<file path="src/design/aodv_rt_pkg.sv">
// shared constants, types and helpers for the route table engine
`default_nettype none
package aodv_rt_pkg;

  localparam int ROUTE_SLOTS = 16;
  localparam int SLOT_W      = (ROUTE_SLOTS > 1) ? $clog2(ROUTE_SLOTS) : 1;
  localparam int MAX_OUT     = 16;
  localparam int CNT_W       = $clog2(MAX_OUT + 1);
  localparam int ADDR_W      = 32;
  localparam int SEQ_W       = 32;
  localparam int TIME_W      = 32;
  localparam int MET_W       = 8;
  localparam int CFG_W       = 20;
  localparam int ACT_W       = 3;
  localparam int STS_W       = 3;
  localparam int CFG_IDX_W   = 1;

  // actions
  localparam logic [ACT_W-1:0] ACT_UPDATE = 3'd0;
  localparam logic [ACT_W-1:0] ACT_LOOKUP = 3'd1;
  localparam logic [ACT_W-1:0] ACT_DELETE = 3'd2;
  localparam logic [ACT_W-1:0] ACT_LBREAK = 3'd3;
  localparam logic [ACT_W-1:0] ACT_TICK   = 3'd4;

  // result status codes
  localparam logic [STS_W-1:0] STS_OK        = 3'd0;
  localparam logic [STS_W-1:0] STS_NOT_FOUND = 3'd1;
  localparam logic [STS_W-1:0] STS_STALE_SEQ = 3'd2;
  localparam logic [STS_W-1:0] STS_WORSE     = 3'd3;
  localparam logic [STS_W-1:0] STS_BAD_NBR   = 3'd4;
  localparam logic [STS_W-1:0] STS_FULL      = 3'd5;
  localparam logic [STS_W-1:0] STS_NO_BREAK  = 3'd6;

  // configuration register indexes
  localparam logic [CFG_IDX_W-1:0] CFG_ACTIVE_TIMEOUT = 1'd0;
  localparam logic [CFG_IDX_W-1:0] CFG_DELETE_PERIOD  = 1'd1;

  localparam logic [CFG_W-1:0] ACTIVE_TIMEOUT_RST = 20'd3000;
  localparam logic [CFG_W-1:0] DELETE_PERIOD_RST  = 20'd15000;

  // controller to datapath commands
  typedef struct packed {
    logic              load;
    logic              scan;
    logic              exec;
    logic              flush;
    logic [SLOT_W-1:0] idx;
  } rt_cmd_t;

  // datapath to controller status
  typedef struct packed {
    logic act_ok;
    logic is_lb;
  } rt_sts_t;

  // serial compare: a later than b
  function automatic logic later(input logic [31:0] a, input logic [31:0] b);
    logic [31:0] d;
    d = a - b;
    return (d != 32'd0) && !d[31];
  endfunction

endpackage
`default_nettype wire

</file>
<file path="src/design/aodv_rt_ctrl.sv">
// controller: sequences load, slot scan and final result step
`default_nettype none
module aodv_rt_ctrl import aodv_rt_pkg::*; (
  input  wire logic    clk,
  input  wire logic    rst_n,
  input  wire logic    start,
  input  wire rt_sts_t sts,
  output rt_cmd_t      cmd,
  output logic         busy
);

  localparam logic [1:0] ST_IDLE  = 2'd0;
  localparam logic [1:0] ST_SCAN  = 2'd1;
  localparam logic [1:0] ST_EXEC  = 2'd2;
  localparam logic [1:0] ST_FLUSH = 2'd3;

  logic [1:0]        state_r, state_nxt;
  logic [SLOT_W-1:0] idx_r, idx_nxt;

  // next state
  always_comb begin
    state_nxt = state_r;
    idx_nxt   = idx_r;
    cmd       = '0;
    cmd.idx   = idx_r;
    unique case (state_r)
      ST_IDLE: begin
        if (start && sts.act_ok) begin
          cmd.load  = 1'b1;
          idx_nxt   = '0;
          state_nxt = ST_SCAN;
        end
      end
      ST_SCAN: begin
        cmd.scan = 1'b1;
        if (idx_r == SLOT_W'(ROUTE_SLOTS - 1)) begin
          state_nxt = sts.is_lb ? ST_FLUSH : ST_EXEC;
        end else begin
          idx_nxt = idx_r + 1'b1;
        end
      end
      ST_EXEC: begin
        cmd.exec  = 1'b1;
        state_nxt = ST_IDLE;
      end
      ST_FLUSH: begin
        cmd.flush = 1'b1;
        state_nxt = ST_IDLE;
      end
      default: state_nxt = ST_IDLE;
    endcase
  end

  // state registers
  always_ff @(posedge clk) begin
    if (!rst_n) begin
      state_r <= ST_IDLE;
      idx_r   <= '0;
    end else begin
      state_r <= state_nxt;
      idx_r   <= idx_nxt;
    end
  end

  assign busy = (state_r != ST_IDLE);

endmodule
`default_nettype wire

</file>
<file path="src/design/aodv_rt_dpath.sv">
// datapath: slot storage, sweep and action logic, result register
`default_nettype none
module aodv_rt_dpath import aodv_rt_pkg::*; (
  input  wire logic              clk,
  input  wire logic              rst_n,
  input  wire rt_cmd_t           cmd,
  output rt_sts_t                sts,
  input  wire logic [ACT_W-1:0]  in_action,
  input  wire logic [ADDR_W-1:0] in_dest_ip,
  input  wire logic [ADDR_W-1:0] in_hop_ip,
  input  wire logic [MET_W-1:0]  in_hop_count,
  input  wire logic [SEQ_W-1:0]  in_seq_number,
  input  wire logic              in_neighbor_ok,
  input  wire logic              cfg_we,
  input  wire logic [CFG_IDX_W-1:0] cfg_index,
  input  wire logic [CFG_W-1:0]  cfg_data,
  output logic                   out_strobe,
  output logic [STS_W-1:0]       out_status,
  output logic [ADDR_W-1:0]      out_route_dest,
  output logic [ADDR_W-1:0]      out_route_hop,
  output logic [MET_W-1:0]       out_route_metric,
  output logic [SEQ_W-1:0]       out_route_seq,
  output logic                   out_usable,
  output logic                   out_last
);

  // slot storage
  logic [ROUTE_SLOTS-1:0] used_r, valid_r;
  logic [ADDR_W-1:0]      dest_m [ROUTE_SLOTS];
  logic [ADDR_W-1:0]      hop_m  [ROUTE_SLOTS];
  logic [MET_W-1:0]       met_m  [ROUTE_SLOTS];
  logic [SEQ_W-1:0]       seq_m  [ROUTE_SLOTS];
  logic [TIME_W-1:0]      life_m [ROUTE_SLOTS];

  logic [CFG_W-1:0]  at_r, dp_r;
  logic [TIME_W-1:0] now_r;

  // latched transaction
  logic [ACT_W-1:0]  act_r;
  logic [ADDR_W-1:0] adest_r, ahop_r;
  logic [MET_W-1:0]  amet_r;
  logic [SEQ_W-1:0]  aseq_r;
  logic              anok_r;

  // scan results
  logic              found_v_r, free_v_r;
  logic [SLOT_W-1:0] found_idx_r, free_idx_r;
  logic              pend_v_r;
  logic [ADDR_W-1:0] pend_dest_r;
  logic [SEQ_W-1:0]  pend_seq_r;
  logic [CNT_W-1:0]  n_r;

  // result register
  logic              o_stb_r, o_last_r, o_use_r;
  logic [STS_W-1:0]  o_sts_r;
  logic [ADDR_W-1:0] o_dest_r, o_hop_r;
  logic [MET_W-1:0]  o_met_r;
  logic [SEQ_W-1:0]  o_seq_r;

  logic [SLOT_W-1:0] addr;
  logic              e_used, e_valid;
  logic [ADDR_W-1:0] e_dest, e_hop;
  logic [MET_W-1:0]  e_met;
  logic [SEQ_W-1:0]  e_seq;
  logic [TIME_W-1:0] e_life;
  logic [TIME_W-1:0] exp_life, act_life;
  logic              stale, s_valid, lb_hit, lb_exp;
  logic [SEQ_W-1:0]  s_seq, w_seq;
  logic [TIME_W-1:0] w_life;
  logic              upd_stale, upd_worse, upd_ok;

  assign sts.act_ok = (in_action == ACT_UPDATE) || (in_action == ACT_LOOKUP) ||
                      (in_action == ACT_DELETE) || (in_action == ACT_LBREAK) ||
                      (in_action == ACT_TICK);
  assign sts.is_lb  = (act_r == ACT_LBREAK);

  // single slot read port
  assign addr    = cmd.exec ? (found_v_r ? found_idx_r : free_idx_r) : cmd.idx;
  assign e_used  = used_r[addr];
  assign e_valid = valid_r[addr];
  assign e_dest  = dest_m[addr];
  assign e_hop   = hop_m[addr];
  assign e_met   = met_m[addr];
  assign e_seq   = seq_m[addr];
  assign e_life  = life_m[addr];

  assign exp_life = now_r + TIME_W'(dp_r);
  assign act_life = now_r + TIME_W'(at_r);

  // per-slot sweep, then link break expiry on the swept entry
  always_comb begin
    stale   = e_used && e_valid && later(now_r, e_life);
    s_valid = e_valid && !stale;
    s_seq   = e_seq + SEQ_W'(stale);
    lb_hit  = sts.is_lb && e_used && (e_hop == ahop_r);
    lb_exp  = lb_hit && s_valid;
    w_seq   = e_seq + SEQ_W'({1'b0, stale} + {1'b0, lb_exp});
    w_life  = (stale || lb_exp) ? exp_life : e_life;
  end

  // update checks on the entry found by the scan
  always_comb begin
    upd_stale = found_v_r && later(e_seq, aseq_r);
    upd_worse = found_v_r && e_valid && (aseq_r == e_seq) && (amet_r >= e_met);
    upd_ok    = anok_r && !upd_stale && !upd_worse && (found_v_r || free_v_r);
  end

  // configuration registers
  always_ff @(posedge clk) begin
    if (!rst_n) begin
      at_r <= ACTIVE_TIMEOUT_RST;
      dp_r <= DELETE_PERIOD_RST;
    end else if (cfg_we) begin
      unique case (cfg_index)
        CFG_ACTIVE_TIMEOUT: at_r <= cfg_data;
        CFG_DELETE_PERIOD:  dp_r <= cfg_data;
        default: ;
      endcase
    end
  end

  // used and valid flags, time base
  always_ff @(posedge clk) begin
    if (!rst_n) begin
      used_r  <= '0;
      valid_r <= '0;
      now_r   <= '0;
    end else begin
      if (cmd.load && (in_action == ACT_TICK)) begin
        now_r <= now_r + 1'b1;
      end
      if (cmd.scan) begin
        valid_r[addr] <= lb_hit ? 1'b0 : s_valid;
      end
      if (cmd.exec && (act_r == ACT_UPDATE) && upd_ok) begin
        used_r[addr]  <= 1'b1;
        valid_r[addr] <= 1'b1;
      end
      if (cmd.exec && (act_r == ACT_DELETE) && found_v_r) begin
        used_r[addr]  <= 1'b0;
        valid_r[addr] <= 1'b0;
      end
    end
  end

  // slot payload memory
  always_ff @(posedge clk) begin
    if (cmd.scan) begin
      seq_m[addr]  <= w_seq;
      life_m[addr] <= w_life;
    end
    if (cmd.exec && (act_r == ACT_UPDATE) && upd_ok) begin
      dest_m[addr] <= adest_r;
      hop_m[addr]  <= ahop_r;
      met_m[addr]  <= amet_r;
      seq_m[addr]  <= aseq_r;
      life_m[addr] <= act_life;
    end
  end

  // transaction latch
  always_ff @(posedge clk) begin
    if (cmd.load) begin
      act_r   <= in_action;
      adest_r <= in_dest_ip;
      ahop_r  <= in_hop_ip;
      amet_r  <= in_hop_count;
      aseq_r  <= in_seq_number;
      anok_r  <= in_neighbor_ok;
    end
  end

  // scan trackers and link break holding entry
  always_ff @(posedge clk) begin
    if (!rst_n) begin
      found_v_r <= 1'b0;
      free_v_r  <= 1'b0;
      pend_v_r  <= 1'b0;
      n_r       <= '0;
    end else if (cmd.load) begin
      found_v_r <= 1'b0;
      free_v_r  <= 1'b0;
      pend_v_r  <= 1'b0;
      n_r       <= '0;
    end else if (cmd.scan) begin
      if (!found_v_r && e_used && (e_dest == adest_r)) begin
        found_v_r   <= 1'b1;
        found_idx_r <= addr;
      end
      if (!free_v_r && !e_used) begin
        free_v_r   <= 1'b1;
        free_idx_r <= addr;
      end
      if (lb_hit && (n_r < CNT_W'(MAX_OUT))) begin
        pend_v_r    <= 1'b1;
        pend_dest_r <= e_dest;
        pend_seq_r  <= s_seq;
        n_r         <= n_r + 1'b1;
      end
    end
  end

  // result strobe
  always_ff @(posedge clk) begin
    if (!rst_n) begin
      o_stb_r <= 1'b0;
    end else begin
      o_stb_r <= cmd.exec || cmd.flush ||
                 (cmd.scan && lb_hit && pend_v_r && (n_r < CNT_W'(MAX_OUT)));
    end
  end

  // result payload
  always_ff @(posedge clk) begin
    o_sts_r  <= STS_OK;
    o_dest_r <= '0;
    o_hop_r  <= '0;
    o_met_r  <= '0;
    o_seq_r  <= '0;
    o_use_r  <= 1'b0;
    o_last_r <= 1'b1;
    if (cmd.scan) begin
      o_dest_r <= pend_dest_r;
      o_hop_r  <= ahop_r;
      o_seq_r  <= pend_seq_r;
      o_last_r <= 1'b0;
    end else if (cmd.flush) begin
      if (pend_v_r) begin
        o_dest_r <= pend_dest_r;
        o_hop_r  <= ahop_r;
        o_seq_r  <= pend_seq_r;
      end else begin
        o_sts_r <= STS_NO_BREAK;
      end
    end else if (cmd.exec) begin
      unique case (act_r)
        ACT_UPDATE: begin
          o_dest_r <= adest_r;
          if (!anok_r) begin
            o_sts_r <= STS_BAD_NBR;
          end else if (upd_stale) begin
            o_sts_r <= STS_STALE_SEQ;
          end else if (upd_worse) begin
            o_sts_r <= STS_WORSE;
          end else if (!upd_ok) begin
            o_sts_r <= STS_FULL;
          end else begin
            o_hop_r <= ahop_r;
            o_met_r <= amet_r;
            o_seq_r <= aseq_r;
            o_use_r <= later(act_life, now_r);
          end
        end
        ACT_LOOKUP: begin
          if (found_v_r) begin
            o_dest_r <= e_dest;
            o_hop_r  <= e_hop;
            o_met_r  <= e_met;
            o_seq_r  <= e_seq;
            o_use_r  <= e_valid && later(e_life, now_r);
          end else begin
            o_sts_r  <= STS_NOT_FOUND;
            o_dest_r <= adest_r;
          end
        end
        ACT_DELETE: begin
          o_dest_r <= adest_r;
          if (!found_v_r) begin
            o_sts_r <= STS_NOT_FOUND;
          end
        end
        default: ;
      endcase
    end
  end

  assign out_strobe       = o_stb_r;
  assign out_status       = o_sts_r;
  assign out_route_dest   = o_dest_r;
  assign out_route_hop    = o_hop_r;
  assign out_route_metric = o_met_r;
  assign out_route_seq    = o_seq_r;
  assign out_usable       = o_use_r;
  assign out_last         = o_last_r;

endmodule
`default_nettype wire

</file>
<file path="src/design/aodv_route_table_engine_unit.sv">
// Route table engine top level. An item is taken when start is high,
// busy is low and in_action is a legal action code. Its steps are: latch
// the item and advance the clock on a tick, scan each slot in turn
// through the single slot read/write port (expiry sweep and the
// search or link break run together on each slot), and produce the
// final result. Results appear on out_strobe for exactly one cycle each and
// must be taken then; a link break streams its results during the scan,
// the one marked out_last arriving last. Configuration writes are always
// taken and should only be issued while busy is low.
`default_nettype none
module aodv_route_table_engine_unit import aodv_rt_pkg::*; (
  input  wire logic                 clk,
  input  wire logic                 rst_n,
  input  wire logic                 start,
  output logic                      busy,
  input  wire logic [ACT_W-1:0]     in_action,
  input  wire logic [ADDR_W-1:0]    in_dest_ip,
  input  wire logic [ADDR_W-1:0]    in_hop_ip,
  input  wire logic [MET_W-1:0]     in_hop_count,
  input  wire logic [SEQ_W-1:0]     in_seq_number,
  input  wire logic                 in_neighbor_ok,
  input  wire logic                 cfg_valid,
  output logic                      cfg_ready,
  input  wire logic [CFG_IDX_W-1:0] cfg_index,
  input  wire logic [CFG_W-1:0]     cfg_data,
  output logic                      out_strobe,
  output logic [STS_W-1:0]          out_status,
  output logic [ADDR_W-1:0]         out_route_dest,
  output logic [ADDR_W-1:0]         out_route_hop,
  output logic [MET_W-1:0]          out_route_metric,
  output logic [SEQ_W-1:0]          out_route_seq,
  output logic                      out_usable,
  output logic                      out_last
);

  rt_cmd_t cmd;
  rt_sts_t sts;

  assign cfg_ready = 1'b1;

  // sequencer
  aodv_rt_ctrl u_ctrl (
    .clk   (clk),
    .rst_n (rst_n),
    .start (start),
    .sts   (sts),
    .cmd   (cmd),
    .busy  (busy)
  );

  // table and result datapath
  aodv_rt_dpath u_dpath (
    .clk              (clk),
    .rst_n            (rst_n),
    .cmd              (cmd),
    .sts              (sts),
    .in_action        (in_action),
    .in_dest_ip       (in_dest_ip),
    .in_hop_ip        (in_hop_ip),
    .in_hop_count     (in_hop_count),
    .in_seq_number    (in_seq_number),
    .in_neighbor_ok   (in_neighbor_ok),
    .cfg_we           (cfg_valid && cfg_ready),
    .cfg_index        (cfg_index),
    .cfg_data         (cfg_data),
    .out_strobe       (out_strobe),
    .out_status       (out_status),
    .out_route_dest   (out_route_dest),
    .out_route_hop    (out_route_hop),
    .out_route_metric (out_route_metric),
    .out_route_seq    (out_route_seq),
    .out_usable       (out_usable),
    .out_last         (out_last)
  );

endmodule
`default_nettype wire

</file>
<file path="config.mk">
export PLATFORM = sky130hd
export DESIGN_NAME = aodv_route_table_engine_unit
export DESIGN_NICKNAME = d
export VERILOG_FILES = /design/src/design/aodv_rt_pkg.sv /design/src/design/aodv_rt_ctrl.sv /design/src/design/aodv_rt_dpath.sv /design/src/design/aodv_route_table_engine_unit.sv
export SDC_FILE = /design/constraint.sdc
export NUM_CORES = 2
export LEC_CHECK = 0
export BUFFER_PORTS_ARGS = -buffer_cell sky130_fd_sc_hd__clkbuf_2
export CAP_MARGIN = 30
export CORE_ASPECT_RATIO = 1.5
export CORE_MARGIN = 10
export CORE_UTILIZATION = 40
export CTS_CLUSTER_SIZE = 20
export DETAILED_ROUTE_END_ITERATION = 16
export GPL_ROUTABILITY_DRIVEN = 0
export MAX_ROUTING_LAYER = met4
export PLACE_DENSITY_LB_ADDON = 0.1
export SYNTH_ARGS = -nofsm -noshare
export SYNTH_HDL_FRONTEND = slang
export SYNTH_SLANG_ARGS = --single-unit
</file>
<file path="constraint.sdc">
create_clock -name clk -period 24.5 [get_ports clk]
set_input_delay 3.675 -clock clk [delete_from_list [all_inputs] [get_ports clk]]
set_output_delay 3.675 -clock clk [all_outputs]
set_load 0.005 [all_outputs]
</file>
# Word-level counts from Yosys, hierarchy flattened
# Memories as Yosys holds them, arrays and structs flattened.
# Cells that the tools add are included.
# totals
ff_bits	408
latch_bits	0
mem_bits_rw	2176
mem_bits_ro	0
output_inout_bits	112
memories	5
# memory_table
name	words	width	read_ports	rd_ports_with_merged_regs	wr	line_no	rtl
u_dpath.dest_m	16	32	1	0	1	aodv_rt_dpath.sv:29	logic [ADDR_W-1:0] dest_m [ROUTE_SLOTS];
u_dpath.hop_m	16	32	1	0	1	aodv_rt_dpath.sv:30	logic [ADDR_W-1:0] hop_m [ROUTE_SLOTS];
u_dpath.life_m	16	32	1	0	1	aodv_rt_dpath.sv:33	logic [TIME_W-1:0] life_m [ROUTE_SLOTS];
u_dpath.seq_m	16	32	1	0	1	aodv_rt_dpath.sv:32	logic [SEQ_W-1:0] seq_m [ROUTE_SLOTS];
u_dpath.met_m	16	8	1	0	1	aodv_rt_dpath.sv:31	logic [MET_W-1:0] met_m [ROUTE_SLOTS];
# classes
addsub	12
n_mul	0
div_mod_pow	0
n_lt_le_gt_ge	4
eq_ne	17
shifts	0
muxes	85
bitwise_logic	11
reduce_logical	74
# op_table
cell	n
two-way mux 32 bit	26
case mux 32 bit (2 select lines)	3
two-way mux 16 bit	8
nonzero test 32 bit	4
subtractor 32 bit	4
equality test 32 bit	3
adder 32 x 20 -> 32 bit	2
two-way mux 8 bit	5
adder 32 x 1 -> 32 bit	1
adder 32 x 1 -> 32 bit, second input constant	1
adder 32 bit	1
bitwise AND 16 bit	2
logical AND 1 bit	32
bitwise OR 16 bit	2
two-way mux 1 bit	21
two-way mux 3 bit	7
bitwise mux 16 bit	1
two-way mux 4 bit	4
NOT 16 bit	1
case mux 8 bit (2 select lines)	1
equality test 3 x 2 -> 1 bit, second input constant	4
AND reduction 2 bit	6
AND reduction 4 bit	3
zero test 1 bit	10
other kinds (30)	51

# Logic depth before layout (Yosys ltp)
# An unclocked memory read counts as a cell.
# depth
ltp_word	20
mapped_depth	43
depth_no_buf	30

# Cells and area by module
# Synthesis repeated with hierarchy kept, for this count alone.
# hier_totals
cells_unflattened	7072
hier_area_um2	111569.5
# modules_own_cells
module	n_inst	cells_each	area_each_um2
aodv_rt_dpath	1	7033	111237.9
aodv_rt_ctrl	1	37	320.3
aodv_route_table_engine_unit	1	2	11.3

# Worst setup path before layout
# OpenSTA, ideal clock, no wires.
# synth_path
kind	register to register
startpoint	reg u_ctrl.state_r[1]
endpoint	mem u_dpath.dest_m[0][0] (enable)
arrival_ns	9.336
required_time_ns	23.997
path_slack_ns	14.661
path_stages_with_launch	34
n_path_buf	13
synth_period_minus_slack_ns	9.839
cell_sequence	dfxtp_1 > nor2b_4 > buf_12 > mux2i_4 > inv_6 > buf_12 > buf_6 > buf_6 > buf_6 > buf_6 > buf_4 > buf_4 > buf_4 > buf_4 > mux4_2 > nand2_1 > a31oi_1 > inv_1 > ha_1 > fa_1 > nor2b_1 > o22ai_1 > a2111oi_0 > nand4_1 > a2111oi_0 > nand4_1 > a2111oi_0 > and4_1 > and3_1 > nor2_1 > buf_2 > buf_2 > buf_2 > nor2_1
# synth_via
elab_chain_len	15
elab_cells_between_ends	26
classes_between	add/sub (1); order compare (1); eq/ne (2); mux (6); reduce/logical (14); memory (2)
# synth_lines
element	line_no	rtl
start, declared	aodv_rt_ctrl.sv:17	logic [1:0] state_r, state_nxt;
start signal, assigned	aodv_rt_ctrl.sv:60	state_r <= state_nxt;
equality test 2 bit (*)	aodv_rt_ctrl.sv:26	unique case (state_r)
two-way mux 1 bit (*)	aodv_rt_ctrl.sv:26	
two-way mux 4 bit	aodv_rt_dpath.sv:78	assign addr = cmd.exec ? (found_v_r ? found_idx_r : free_idx_r) : cmd.idx;
memory (16 x 32 bit)	n/a	
subtractor 32 bit	aodv_rt_pkg.sv:59	d = a - b;
nonzero test 32 bit / zero test 1 bit (equally long branches)	aodv_rt_pkg.sv:60	return (d != 32'd0) && !d[31];
logical AND 1 bit	aodv_rt_pkg.sv:60	
logical AND 1 bit	aodv_rt_dpath.sv:103	upd_stale = found_v_r && later(e_seq, aseq_r);
zero test 1 bit	aodv_rt_dpath.sv:105	upd_ok = anok_r && !upd_stale && !upd_worse && (found_v_r || free_v_r);
logical AND 1 bit (3 in a row)	aodv_rt_dpath.sv:105	
logical AND 1 bit	aodv_rt_dpath.sv:152	if (cmd.exec && (act_r == ACT_UPDATE) && upd_ok) begin
two-way mux 1 bit	aodv_rt_dpath.sv:152	
two-way mux 1 bit (implied by the code)	aodv_rt_dpath.sv:153	dest_m[addr] <= adest_r;
end, declared	aodv_rt_dpath.sv:29	
# Every way passes the cells marked *; elsewhere a longest branch is shown, timed or not. The select of a mux whose other input is x is not followed.

# Final worst setup path
# layout_path
startpoint	reg u_ctrl.state_r[1]
endpoint	mem u_dpath.seq_m[2][26], data pin
# layout_via
elab_chain_len	16
elab_cells_between_ends	45
classes_between	add/sub (4); order compare (1); eq/ne (3); mux (9); reduce/logical (24); memory (4)
# layout_lines
element	line_no
equality test 2 bit (*)	aodv_rt_ctrl.sv:26
two-way mux 1 bit (*)	aodv_rt_ctrl.sv:26
parallel branches: the longest is 13 deep, another holds memory (16 x 32 bit)	n/a
two-way mux 32 bit (no line) (*)	n/a
end, declared	aodv_rt_dpath.sv:32
# Mark *: on every way between the ends. The select of a mux whose other input is x is not followed.

==> out/metrics.sh <==
SLOWEST_DELAY_NS=0.71
CORE_REGION_AREA_SQ_UM=280000
DRT_ITER0_DRC=5938
CRITICAL_PATH.REG2REG.STARTPOINT='u_ctrl.state_r[1]$_SDFFE_PN0P_'
WORST_ENDPOINT_REQUIRED_TIME_NS=25.21
CP.ARRIVAL_NS=12.65
GRT_ANTENNA_BEFORE_REPAIR=15
PERIOD_UTILIZATION_PCT=48.7
WORST_HOLD_SLACK_NS=0.457
SYNTH.NET_COUNT=7593
TIMING.CLOCK.SKEW_NS=0.0821
DIE_H_MICRONS=668
FINALMAXSLEWVIOLATIONS=0
PORTBUFFERS=243
CTS_CLK_PIN_SLEW_WORST_PATHS_NS=0.07
CHIPWIDTH_MICRONS=452
IO-PIN-COUNT=245
WORSTSETUPENDPOINTTYPE='flip-flop'
DRCVIOLATIONCOUNT=0
SYNTH.DISTINCT_CELLS=104
RELSLEWSLACK_PCT=25.8
CTS_TREE='done'
PIN_COUNT_OF_THE_BIGGEST_NET_ENTERING_GLOBAL_ROUTING=145
PERIOD_NEEDED_NS=11.94
ROUTED_WL_MICRONS=345000
SHARE_OF_THE_YOSYS_CHIP_AREA_BELONGING_TO_REGISTERS_PCT=67.2
WORSTHOLDPATHTYPE='flip-flop to flip-flop'
FF2FF_SETUP_SLACK_NS=12.56
CRIT_PATH_TOP_DELAY_CELL='sky130_fd_sc_hd__a31oi_1'
TIMING.SETUP.CRITICAL_PATH_CLASS='flip-flop to flip-flop'
SYN_TO_FINAL_GROWTH_PCT=12.8
GRT_FIRST_PASS_WIRELENGTH_MICRONS=496000
RUN_STATUS='finished, final reports clean'
LAYOUT-DRIVE-GT1-SHARE_PCT=18.8
WORST_HOLD_PATH.ENDPOINT='u_dpath.out_route_dest[11]$_DFF_P_'
DETAIL-ROUTE-ANTENNA-NETS=0
CTS_BUFFERS=249
POST_SYNTH.CELL_AREA_AVG_SQ_UM=15.4
TOTAL_DESIGN_POWER_mW=9.53
R2R-END='u_dpath.seq_m[2][26]$_DFFE_PP_'
COUNT_OF_MAX_CAP_CONSTRAINT_VIOLATIONS=0
NUM_ROWS=238
DRT_WL_CELL_MICRONS=29.9
DETAIL_ROUTE.VIAS_PER_CELL=5.78
VIAS=66700
ASYNC_FLOP_SHARE_PCT=0
VDD.IR_DROP.WORST_V=0.0000704
P_LEAK_nW=42.2
CTS_MAX_PATH_BUFFERS=4
MIN_FROM='u_dpath.pend_dest_r[11]$_DFFE_PP_'
CTS_REPAIR_RESIZE_COUNT=0
FINAL_CELL_MIX='sky130_fd_sc_hd__edfxtp_1, sky130_fd_sc_hd__nand2_1, sky130_fd_sc_hd__mux4_2'
DIE_AREA_SQ_UM=302000
TIMING.FINAL.HOLD_VIOLATIONS=0
YOSYSTOPAREACELL='sky130_fd_sc_hd__edfxtp_1'
SYNTH_AREA_LEADERS='sky130_fd_sc_hd__edfxtp_1, sky130_fd_sc_hd__mux4_2, sky130_fd_sc_hd__dfxtp_1'
POWER-PER-CELL-AREA_nW_PER_UM2=75.4
STARTING_DENSITY_OF_THE_CORE_PCT=40.1
SYNTH-SEQ-CELLS=2584
CTS.ROOT.BUFFER_CELL='sky130_fd_sc_hd__clkbuf_16'
SYNTH_TOP_FLOP_CELL='sky130_fd_sc_hd__edfxtp_1'
FIN_SETUP_TNS_NS=0
CTS.REPAIR_TIMING.SETUP_BUFFER_COUNT=0
CTS.HOLD.BUFFERS_ADDED=0
NETS=7935
GLOBAL_ROUTE.USAGE.TOTAL_PCT=22.9
GRT_PASS1_VIAS=68300
PLACE_HPWL_MICRONS=209000
DETAILEDROUTE.FIRSTPASSITERATIONCOUNT=6
CLOCK_SINK_TOTAL=2584
GRT.OVERFLOW.TOTAL=0
MIN_DELAY_PATH_DEPTH=2
WORST_MARGIN_SLEW_NS=1.11
WORST_SKEW_PAIR.LATE_LATENCY_NS=0.94
CLOCK.FMAX_MHz=83.8
SYN_AREA_SQ_UM=112000
CRITICAL-PATH-TOP-CELL-BY-COUNT='sky130_fd_sc_hd__buf_4'
SETUP_REPAIR_AFTER_GLOBAL_ROUTING_MISSED_ITS_MARGIN='no'
STARTPOINT_TYPE='flip-flop'
CRITPATHMAXFANOUT=144
HTREEDEPTH=4
YS.WARNINGS.COUNT=0
SYN-INSTANCE-COUNT=7274
WORSTREGTOREGCELLS=33
SYNTH-EDFF-COUNT=2356
FINAL-SETUP-VIOL-COUNT=0
LAYOUT.CELLS.MOST_COMMON='sky130_fd_sc_hd__edfxtp_1'
SYNTH_TOP_CELL_AREA_SHARE_PCT=63.1
worst max path at each step:
stage	start	endpoint	slack, ns	cells after the start
after floorplan	u_ctrl.state_r[1]$_SDFFE_PN0P_	u_dpath.dest_m[0][0]$_DFFE_PP_	14.66	33
after global placement	u_ctrl.state_r[1]$_SDFFE_PN0P_	u_dpath.life_m[14][4]$_DFFE_PP_	12.26	22
after detailed placement	u_ctrl.state_r[1]$_SDFFE_PN0P_	u_dpath.seq_m[12][26]$_DFFE_PP_	12.68	32
after CTS	u_ctrl.state_r[1]$_SDFFE_PN0P_	u_dpath.seq_m[2][26]$_DFFE_PP_	12.60	32
after global routing	u_dpath.found_v_r$_SDFFE_PP0P_	u_dpath.seq_m[12][30]$_DFFE_PP_	11.92	33
final	u_ctrl.state_r[1]$_SDFFE_PN0P_	u_dpath.seq_m[2][26]$_DFFE_PP_	12.56	33
cell type report:
class | count | area [sq um]
fill | 24500 | 153000
sequential | 2584 | 75300
antenna | 13 | 32.5
inverter | 173 | 703
clock inverter | 124 | 1240
multi-input combinational | 4150 | 34500
timing repair buffer | 458 | 3150
clock buffer | 334 | 6900
tap | 3720 | 4650
registers in the layout (all words and copies together), names as in the netlist, 128 cells and up, named ones only:
| signal | flops |
|---|---|
| u_dpath.hop_m | 512 |
| u_dpath.dest_m | 512 |
| u_dpath.seq_m | 512 |
| u_dpath.life_m | 512 |
| u_dpath.met_m | 128 |
worst max-delay path, delay by kind of cell, from the launching register on:
family                   cells  cell delay (ns)
multiplexers                 2             0.68
adder cells (fa/ha/maj)      4             1.33
AND/OR/NAND/NOR             11             2.64
flip-flops                   1             0.45
XOR/XNOR                     2             0.37
buffers and inverters        6             2.56
AO/OA/AOI/OAI                8             3.34
cells by family (layout without fill, tap and decap cells):
logic type | Yosys count | in the layout | synth area share [%]
xor gates and xnor gates | 286 | 286 | 2.23
AOI/OAI and AO/OA | 1094 | 1094 | 6.58
other | 1 | 14 | 0.00334
adders and majority gates | 186 | 186 | 2.12
DFF | 2584 | 2584 | 67.2
muxes | 675 | 675 | 11.8
buffers and inverters | 540 | 1089 | 2.42
and+or+nand+nor | 1908 | 1908 | 7.66
per-layer routing:
metal	vias to the layer above	global-route usage, %	wire (microns)
li1	28900	-	-
met4	0	6.33	10300
met3	471	2.63	17100
met5	-	-	0
met1	35300	29.9	146000
met2	2075	38.0	171000
power breakdown:
part | internal (mW) | total (mW) | switching (mW)
Combinational | 0.267 | 0.712 | 0.445
Clock | 2.21 | 3.89 | 1.69
Sequential | 4.88 | 4.93 | 0.0490
synth_stat cells, types with 25 or more instances:
cell and number:
sky130_fd_sc_hd__nor3_1 56, sky130_fd_sc_hd__nand2b_1 37, sky130_fd_sc_hd__buf_4 42, sky130_fd_sc_hd__a32o_1 29, sky130_fd_sc_hd__a211oi_1 38, sky130_fd_sc_hd__xor2_1 110, sky130_fd_sc_hd__nor2b_1 27, sky130_fd_sc_hd__mux2i_1 149
sky130_fd_sc_hd__a22oi_1 70, sky130_fd_sc_hd__buf_6 39, sky130_fd_sc_hd__nand2_1 1047, sky130_fd_sc_hd__nand4_1 55, sky130_fd_sc_hd__and2_1 58, sky130_fd_sc_hd__nor2_1 247, sky130_fd_sc_hd__a31oi_1 84, sky130_fd_sc_hd__buf_1 25
sky130_fd_sc_hd__inv_1 167, sky130_fd_sc_hd__dfxtp_1 228, sky130_fd_sc_hd__o21bai_1 29, sky130_fd_sc_hd__a21boi_0 47, sky130_fd_sc_hd__buf_2 68, sky130_fd_sc_hd__ha_1 180, sky130_fd_sc_hd__a21o_1 58, sky130_fd_sc_hd__xnor2_1 176
sky130_fd_sc_hd__edfxtp_1 2356, sky130_fd_sc_hd__and3_1 112, sky130_fd_sc_hd__clkbuf_1 180, sky130_fd_sc_hd__mux4_2 505, sky130_fd_sc_hd__nand3_1 148, sky130_fd_sc_hd__o211ai_1 35, sky130_fd_sc_hd__or3_1 26, sky130_fd_sc_hd__nor4_1 28
sky130_fd_sc_hd__o21ai_0 215, sky130_fd_sc_hd__a21oi_1 244
through the flow:
stage	instances	utilization (%)	instance area [sq um]	setup slack, ns
2_1_floorplan	7274	-	112000	14.66
3_3_place_gp	11100	42.1	118000	12.26
3_5_place_dp	11100	42.3	118000	12.68
4_1_cts	11500	45.2	126000	12.60
5_1_grt	11600	45.2	126000	11.92
6_report	11600	45.2	126000	12.56
No activity file was read; power rests on OpenSTA's default activity.
